==> src/rtl/c32p_pkg.sv <==
// Shared constants, types and the CRC-32C byte fold for the padded digest block.
`timescale 1ns / 1ps
package c32p_pkg;

	// Message padding alignment in bytes (1 to 16)
	localparam int PAD_ALIGNMENT = 4;
	localparam int PHASE_W = (PAD_ALIGNMENT > 1) ? $clog2(PAD_ALIGNMENT) : 1;
	// One zero-byte fold stage per possible pad byte, at least one stage
	localparam int PAD_STAGES = (PAD_ALIGNMENT > 1) ? PAD_ALIGNMENT - 1 : 1;

	localparam logic [31:0] CRC_POLY_REFL = 32'h82F6_3B78;
	localparam logic [31:0] CRC_INIT      = 32'hFFFF_FFFF;
	localparam logic [31:0] CRC_FINAL_XOR = 32'hFFFF_FFFF;

	typedef logic [PHASE_W-1:0] phase_t;

	// Work item moving down the pad pipeline
	typedef struct packed {
		logic        vld;
		logic [31:0] crc;
		phase_t      cnt;
	} pad_item_t;

	// Reflected CRC-32C, one byte: eight shift/xor steps
	function automatic logic [31:0] fold_byte(input logic [31:0] crc, input logic [7:0] b);
		logic [31:0] c;
		c = crc ^ {24'h0, b};
		for (int k = 0; k < 8; k++) begin
			c = c[0] ? ((c >> 1) ^ CRC_POLY_REFL) : (c >> 1);
		end
		return c;
	endfunction

endpackage

==> src/rtl/c32p_byte_if.sv <==
// Message byte channel: valid/ready with one byte and a last marker.
`timescale 1ns / 1ps
interface c32p_byte_if;
	logic       valid;
	logic       ready;
	logic [7:0] data_byte;
	logic       last_byte;

	modport source (output valid, output data_byte, output last_byte, input ready);
	modport sink (input valid, input data_byte, input last_byte, output ready);
endinterface

==> src/rtl/c32p_digest_if.sv <==
// Digest channel: valid/ready with the 32-bit CRC-32C result.
`timescale 1ns / 1ps
interface c32p_digest_if;
	logic        valid;
	logic        ready;
	logic [31:0] digest;

	modport source (output valid, output digest, input ready);
	modport sink (input valid, input digest, output ready);
endinterface

==> src/rtl/crc32c_padded_digest.sv <==
// Top level: byte-serial CRC-32C with zero padding to the alignment and final inversion.
//
// Usage:
//   msg carries one message byte per transfer (data_byte) with last_byte set
//   on the final byte of each message. Every message has at least one byte.
//   dig carries one digest per message: the reflected CRC-32C (init all ones)
//   of the message followed by zero bytes up to the next multiple of
//   PAD_ALIGNMENT bytes, inverted.
// Throughput: one byte per cycle, sustained across message boundaries, while
//   dig.ready keeps the output register draining (see Stalls).
// Path: a last byte moves from the input register through the PAD_STAGES
//   zero-byte fold stages into the output register; padding always walks
//   the full pad pipeline.
// Stalls: while dig.ready is low the digest holds in the output register;
//   the pad stages and input register fill behind it, and msg.ready drops
//   only once a last byte cannot move into a full pad pipeline. Non-last
//   bytes keep flowing as long as the input register drains.
// Reset: arst_n clears all valid flags, sets the running CRC to all ones
//   and the byte phase to zero. After each last byte the running state
//   returns to those values for the next message.
`timescale 1ns / 1ps
module crc32c_padded_digest (
	input logic           clk,
	input logic           arst_n,
	c32p_byte_if.sink     msg,
	c32p_digest_if.source dig
);
	import c32p_pkg::*;

	// Input register
	logic       vld_s1;
	logic [7:0] data_s1;
	logic       last_s1;

	// Running message state
	logic [31:0] crc_q;
	phase_t      phase_q;

	// Output register
	logic        out_vld_q;
	logic [31:0] digest_q;

	pad_item_t   pad_link [PAD_STAGES+1];
	logic        pad_rdy  [PAD_STAGES+1];

	logic        s1_go;
	logic        out_go;
	logic [31:0] crc_fold;
	phase_t      phase_nxt;
	phase_t      pad_cnt;

	// Byte fold, phase advance and pad count for the byte in s1
	always_comb begin
		crc_fold = fold_byte(crc_q, data_s1);
		if (PAD_ALIGNMENT == 1 || phase_q == phase_t'(PAD_ALIGNMENT - 1)) begin
			phase_nxt = '0;
		end else begin
			phase_nxt = phase_q + phase_t'(1);
		end
		if (phase_nxt == '0) begin
			pad_cnt = '0;
		end else begin
			pad_cnt = phase_t'(PAD_ALIGNMENT - int'(phase_nxt));
		end
	end

	// s1 drains unless a last byte waits on the pad pipeline
	assign s1_go     = vld_s1 && (!last_s1 || pad_rdy[0]);
	assign msg.ready = !vld_s1 || s1_go;

	always_ff @(posedge clk or negedge arst_n) begin
		if (!arst_n) begin
			vld_s1 <= 1'b0;
		end else if (msg.ready) begin
			vld_s1 <= msg.valid;
		end
	end

	always_ff @(posedge clk) begin
		if (msg.ready && msg.valid) begin
			data_s1 <= msg.data_byte;
			last_s1 <= msg.last_byte;
		end
	end

	// Running CRC and phase; restart after the last byte
	always_ff @(posedge clk or negedge arst_n) begin
		if (!arst_n) begin
			crc_q   <= CRC_INIT;
			phase_q <= '0;
		end else if (s1_go) begin
			if (last_s1) begin
				crc_q   <= CRC_INIT;
				phase_q <= '0;
			end else begin
				crc_q   <= crc_fold;
				phase_q <= phase_nxt;
			end
		end
	end

	// Entry into the pad pipeline: only last bytes create a work item
	assign pad_link[0].vld = vld_s1 && last_s1;
	assign pad_link[0].crc = crc_fold;
	assign pad_link[0].cnt = pad_cnt;

	for (genvar g = 0; g < PAD_STAGES; g++) begin : g_pad
		c32p_pad_stage u_stage (
			.clk      (clk),
			.arst_n   (arst_n),
			.up       (pad_link[g]),
			.up_ready (pad_rdy[g]),
			.dn       (pad_link[g+1]),
			.dn_ready (pad_rdy[g+1])
		);
	end

	// Output register with final inversion
	assign out_go              = !out_vld_q || dig.ready;
	assign pad_rdy[PAD_STAGES] = out_go;

	always_ff @(posedge clk or negedge arst_n) begin
		if (!arst_n) begin
			out_vld_q <= 1'b0;
		end else if (out_go) begin
			out_vld_q <= pad_link[PAD_STAGES].vld;
		end
	end

	always_ff @(posedge clk) begin
		if (out_go && pad_link[PAD_STAGES].vld) begin
			digest_q <= pad_link[PAD_STAGES].crc ^ CRC_FINAL_XOR;
		end
	end

	assign dig.valid  = out_vld_q;
	assign dig.digest = digest_q;

	// A consumed last byte restarts the running state
	a_restart: assert property (@(posedge clk) disable iff (!arst_n)
		(s1_go && last_s1) |=> (crc_q == CRC_INIT && phase_q == '0))
		else $error("running state not restarted after last byte");

	// All padding is folded before the output register
	a_pad_done: assert property (@(posedge clk) disable iff (!arst_n)
		pad_link[PAD_STAGES].vld |-> (pad_link[PAD_STAGES].cnt == '0))
		else $error("pad bytes left at end of pad pipeline");

	// Phase stays below the alignment
	a_phase_rng: assert property (@(posedge clk) disable iff (!arst_n)
		int'(phase_q) < PAD_ALIGNMENT)
		else $error("byte phase out of range");

	// A held digest blocks the last pad stage from advancing
	a_hold: assert property (@(posedge clk) disable iff (!arst_n)
		(out_vld_q && !dig.ready) |-> !pad_rdy[PAD_STAGES])
		else $error("pad pipeline advanced into a stalled output");

endmodule

==> src/rtl/c32p_pad_stage.sv <==
// One pipeline stage that folds a zero pad byte when pad bytes remain.
`timescale 1ns / 1ps
module c32p_pad_stage (
	input  logic                 clk,
	input  logic                 arst_n,
	input  c32p_pkg::pad_item_t  up,
	output logic                 up_ready,
	output c32p_pkg::pad_item_t  dn,
	input  logic                 dn_ready
);
	import c32p_pkg::*;

	logic        vld_q;
	logic [31:0] crc_q;
	phase_t      cnt_q;

	// Stage takes a new item when empty or when its item moves on
	assign up_ready = !vld_q || dn_ready;

	always_ff @(posedge clk or negedge arst_n) begin
		if (!arst_n) begin
			vld_q <= 1'b0;
		end else if (up_ready) begin
			vld_q <= up.vld;
		end
	end

	always_ff @(posedge clk) begin
		if (up_ready && up.vld) begin
			crc_q <= up.crc;
			cnt_q <= up.cnt;
		end
	end

	// Fold one zero byte while padding is still owed
	always_comb begin
		dn.vld = vld_q;
		if (cnt_q != '0) begin
			dn.crc = fold_byte(crc_q, 8'h00);
			dn.cnt = cnt_q - phase_t'(1);
		end else begin
			dn.crc = crc_q;
			dn.cnt = cnt_q;
		end
	end

endmodule

==> src/flat_wrapper.sv <==
// flat-port wrapper written by rule: the top's interface ports become plain ports
module crc32c_padded_digest_flat import c32p_pkg::*;
  (clk, arst_n, msg_valid, msg_data_byte, msg_last_byte, msg_ready, dig_valid, dig_digest, dig_ready);
  c32p_byte_if msg_i ();
  c32p_digest_if dig_i ();
  input logic clk;
  input logic arst_n;
  input wire logic [$bits(msg_i.valid)-1:0] msg_valid;
  input wire logic [$bits(msg_i.data_byte)-1:0] msg_data_byte;
  input wire logic [$bits(msg_i.last_byte)-1:0] msg_last_byte;
  output wire logic [$bits(msg_i.ready)-1:0] msg_ready;
  output wire logic [$bits(dig_i.valid)-1:0] dig_valid;
  output wire logic [$bits(dig_i.digest)-1:0] dig_digest;
  input wire logic [$bits(dig_i.ready)-1:0] dig_ready;
  assign msg_i.valid = msg_valid;
  assign msg_i.data_byte = msg_data_byte;
  assign msg_i.last_byte = msg_last_byte;
  assign msg_ready = msg_i.ready;
  assign dig_valid = dig_i.valid;
  assign dig_digest = dig_i.digest;
  assign dig_i.ready = dig_ready;
  crc32c_padded_digest u_core (.clk(clk), .arst_n(arst_n), .msg(msg_i), .dig(dig_i));
endmodule
==> config.mk <==
export PLATFORM = sky130hd
export DESIGN_NAME = crc32c_padded_digest_flat
export DESIGN_NICKNAME = d
export VERILOG_FILES = /design/src/rtl/c32p_pkg.sv /design/src/rtl/c32p_byte_if.sv /design/src/rtl/c32p_digest_if.sv /design/src/rtl/crc32c_padded_digest.sv /design/src/rtl/c32p_pad_stage.sv /design/src/flat_wrapper.sv
export SDC_FILE = /design/constraint.sdc
export NUM_CORES = 1
export LEC_CHECK = 0
export BUFFER_PORTS_ARGS = -buffer_cell sky130_fd_sc_hd__buf_2
export CORE_MARGIN = 5
export CORE_UTILIZATION = 44
export CTS_CLUSTER_DIAMETER = 120
export DETAILED_ROUTE_END_ITERATION = 7
export HOLD_SLACK_MARGIN = 0.1
export SETUP_SLACK_MARGIN = 0.02
export SYNTH_ARGS = -nofsm -noshare
export SYNTH_HDL_FRONTEND = slang
export SYNTH_SLANG_ARGS = --single-unit
==> constraint.sdc <==
create_clock -name clk -period 3.1 [get_ports clk]
set_input_delay 0.775 -clock clk [delete_from_list [all_inputs] [get_ports clk]]
set_output_delay 0.775 -clock clk [all_outputs]
set_load 0.02 [all_outputs]
==> results.toml <==
[synthesis]
synthesis.nets = 851
number_of_standard_cells_after_synthesis = 837
post_synth_num_cell_types = 38
mappedNetlistArea_um2 = 10000
ys_seq_elements = 182
syn_avg_cell_area_um2 = 12.0
number_of_synthesis_warnings = 0
synth_sequential_area_ratio = 0.529

[clock_tree]
cts-hold-fix-buffers = 0
cts_root_buf = "sky130_fd_sc_hd__clkbuf_16"
total_number_of_h_tree_levels = 4
cts_tree = "yes"
cts.sinks = 182
cts.clk_slew.worst_paths_ps = 70
cts.path.max_buffers = 2
cts.repair_timing.setup_buffer_count = 0
clock_latency_ps = 430
cts_buffer_count = 17
ctsResizeCount = 0

[floorplan]
core_um2 = 22600
num_rows = 55
number_of_primary_i_o_pins = 47
floorplan.die.height_um = 161
die-area_um2 = 25900
initial_utilization = 0.445
die-width_um = 161

[setup_path]
worstPathRequired_ps = 2320
worst-setup-path-type = "input port to primary output"
crit_chain = "buf_2, nand4b_1, nor2_1, nand3_1, buf_2"
critPathTopFamily = "simple AND/OR/NAND/NOR gates"
cp.arrival_ps = 1730
cpPeakStageDelay_ps = 280
crit_path_max_fanout = 4
worstPathBufferInverterCount = 2
reg2reg_path_depth = 5
crit_path_frequent_cell = "sky130_fd_sc_hd__buf_2"
crit_path_start_kind = "input port"
timing.critical_path.depth = 5
endpoint_kind = "primary output"
timing.critical_path.slowest_stage_cell = "sky130_fd_sc_hd__nor2_1"

[global_route]
overflow = 0
via_count_of_the_first_global_routing_pass = 5853
grt_start_max_net_pins = 40
antenna_found_initial = 0
grt_util_overall = 0.158
grt_pass1_wl_mm = 32.1

[final_layout]
area_growth_pct = 10.6
layout.cells.most_common = "sky130_fd_sc_hd__xnor2_1"
antenna_cells_inserted = 0
final_cell_count_no_fill = 1159
final_cell_mix = "sky130_fd_sc_hd__xnor2_1 (207), sky130_fd_sc_hd__edfxtp_1 (143), sky130_fd_sc_hd__xor2_1 (74)"
drive_above_1_share = 0.168
nets = 875

[routing]
detailedRoute.firstPassIterationCount = 4
routed_wl_mm = 19.6
detail_route.wl_per_cell_um = 16.9
drt_drc_violations_left = 0
drt-vias-per-instance = 4.91
detailedRoute.firstIterationViolations = 241
dr_total_vias = 5692
drtAntennaViolNets = 0

[run]
number_of_maximum_capacitance_violations = 0

[sta]
finClkSkew_ps = 9.65
final.setup.tns_ps = 0
timing.final.crit_share = 0.807
finalSetupViolations = 0
post-route-min-period_ps = 2500
max-slew-margin-rel = 0.346
hold_viol_final = 0
drv_slew = 0
maxClockFrequency_ghz = 0.400
grt_setup_unrepaired = "no"
max_slew.worst_pin.slew_ps = 980

[status]
outcome = "finished clean"

[hold_path]
hold-path-cell-count = 2
holdCritPathClass = "register to register"

[place]
dp.final_hpwl_mm = 14.7
numPlacedInstances = 1127
buffer_ports.inserted = 46
gp_congestion = 0.821
cells in the mapped netlist:
| cell | number | area (um^2) |
|---|---|---|
| sky130_fd_sc_hd__xnor2_1 | 207 | 1810 |
| sky130_fd_sc_hd__edfxtp_1 | 143 | 4290 |
| sky130_fd_sc_hd__xor2_1 | 74 | 648 |
| sky130_fd_sc_hd__nand2_1 | 69 | 259 |
| sky130_fd_sc_hd__nor2_1 | 57 | 214 |
| sky130_fd_sc_hd__o21ai_0 | 48 | 240 |
| sky130_fd_sc_hd__clkbuf_1 | 41 | 154 |
| sky130_fd_sc_hd__a21oi_1 | 38 | 190 |
| sky130_fd_sc_hd__dfstp_2 | 32 | 841 |
| sky130_fd_sc_hd__o22a_1 | 25 | 219 |
| sky130_fd_sc_hd__nor4_1 | 16 | 100 |
| sky130_fd_sc_hd__buf_2 | 12 | 60.1 |
| sky130_fd_sc_hd__xnor3_1 | 11 | 248 |
| sky130_fd_sc_hd__dfrtp_1 | 7 | 175 |
| sky130_fd_sc_hd__and2_1 | 6 | 37.5 |
| sky130_fd_sc_hd__inv_1 | 6 | 22.5 |
| sky130_fd_sc_hd__xnor2_2 | 6 | 97.6 |
| sky130_fd_sc_hd__mux2i_1 | 4 | 40.0 |
| sky130_fd_sc_hd__nand2b_1 | 4 | 25.0 |
| sky130_fd_sc_hd__o41ai_1 | 4 | 35.0 |
| sky130_fd_sc_hd__nor2b_1 | 3 | 18.8 |
| sky130_fd_sc_hd__or2_2 | 3 | 18.8 |
| sky130_fd_sc_hd__buf_1 | 2 | 7.51 |
| sky130_fd_sc_hd__nand3b_1 | 2 | 15.0 |
| sky130_fd_sc_hd__xnor3_2 | 2 | 47.6 |
| sky130_fd_sc_hd__xor2_2 | 2 | 32.5 |
| sky130_fd_sc_hd__xor2_4 | 2 | 55.1 |
| sky130_fd_sc_hd__a21boi_1 | 1 | 7.51 |
| sky130_fd_sc_hd__a31oi_1 | 1 | 6.26 |
| sky130_fd_sc_hd__ha_1 | 1 | 12.5 |
| sky130_fd_sc_hd__inv_2 | 1 | 3.75 |
| sky130_fd_sc_hd__nand3_1 | 1 | 5.00 |
| sky130_fd_sc_hd__nand4_1 | 1 | 6.26 |
| sky130_fd_sc_hd__nand4b_1 | 1 | 8.76 |
| sky130_fd_sc_hd__or3b_2 | 1 | 8.76 |
| sky130_fd_sc_hd__xnor2_4 | 1 | 27.5 |
| sky130_fd_sc_hd__xor3_1 | 1 | 23.8 |
| sky130_fd_sc_hd__xor3_2 | 1 | 25.0 |
layout make-up:
type | count | area, um^2
Clock buffer | 21 | 493
Sequential cell | 182 | 5310
Fill cell | 2021 | 11500
Multi-Input combinational cell | 593 | 4500
Clock inverter | 11 | 87.6
Tap cell | 285 | 357
Timing Repair Buffer | 60 | 335
Inverter | 7 | 26.3
registers in the layout, summed over array words and instances (netlist names):
register / count
u_core.g_pad.u_stage.crc_q: 96
u_core.vld_s1: 1
u_core.g_pad.u_stage.vld_q: 3
u_core.last_s1: 1
u_core.dig.digest: 32
u_core.g_pad.u_stage.cnt_q: 6
u_core.crc_q: 32
u_core.data_s1: 8
u_core.phase_q: 2
u_core.dig.valid: 1
cell families (layout without fill, tap and decap cells):
logic type,after synthesis,count (layout),synth area share
AO/OA/AOI/OAI,117,117,0.0695
AND/OR/NAND/NOR,164,164,0.0714
multiplexers,4,4,0.00399
flip-flops,182,182,0.529
XOR/XNOR,307,307,0.300
adder cells (fa/ha/maj),1,1,0.00125
buffers and inverters,62,99,0.0247
metal layers:
layer  wire, um  GRT usage
met5          0          0
met2       9950      0.280
met1       8610      0.192
met3        462     0.0245
met4        587     0.0671
worst paths after layout:
kind / end / slack (ps) / startpoint
min in group asynchronous: u_core.phase_q[1] / 490 / arst_n
max in group asynchronous: u_core.dig.valid / 2050 / arst_n
hold reg to reg: u_core.g_pad[1].u_stage.vld_q / 480 / u_core.g_pad[0].u_stage.vld_q
setup reg to reg: u_core.g_pad[1].u_stage.crc_q[12] / 750 / u_core.g_pad[0].u_stage.crc_q[1]
hold / removal: u_core.g_pad[1].u_stage.vld_q / 480 / u_core.g_pad[0].u_stage.vld_q
setup / recovery: msg_ready / 600 / dig_ready
worst min-delay path, cell delays in order, from the launching register on:
cell and delay, ps:
sky130_fd_sc_hd__dfrtp_1 340, sky130_fd_sc_hd__inv_1 60, sky130_fd_sc_hd__nand2_1 50
stage by stage:
stage	setup slack, ps	cell area [um^2]	util	hold slack (ps)
detailed placement	607	10500	0.466	460
global route	538	11100	0.492	499
finish	599	11100	0.492	479
floorplan	231	10000	-	440
global placement	613	10500	0.466	458
CTS	601	11100	0.492	481
Power is left out: the tool's default activity adds up to more than one toggle a clock period on the data nets, which glitch-free logic cannot reach.
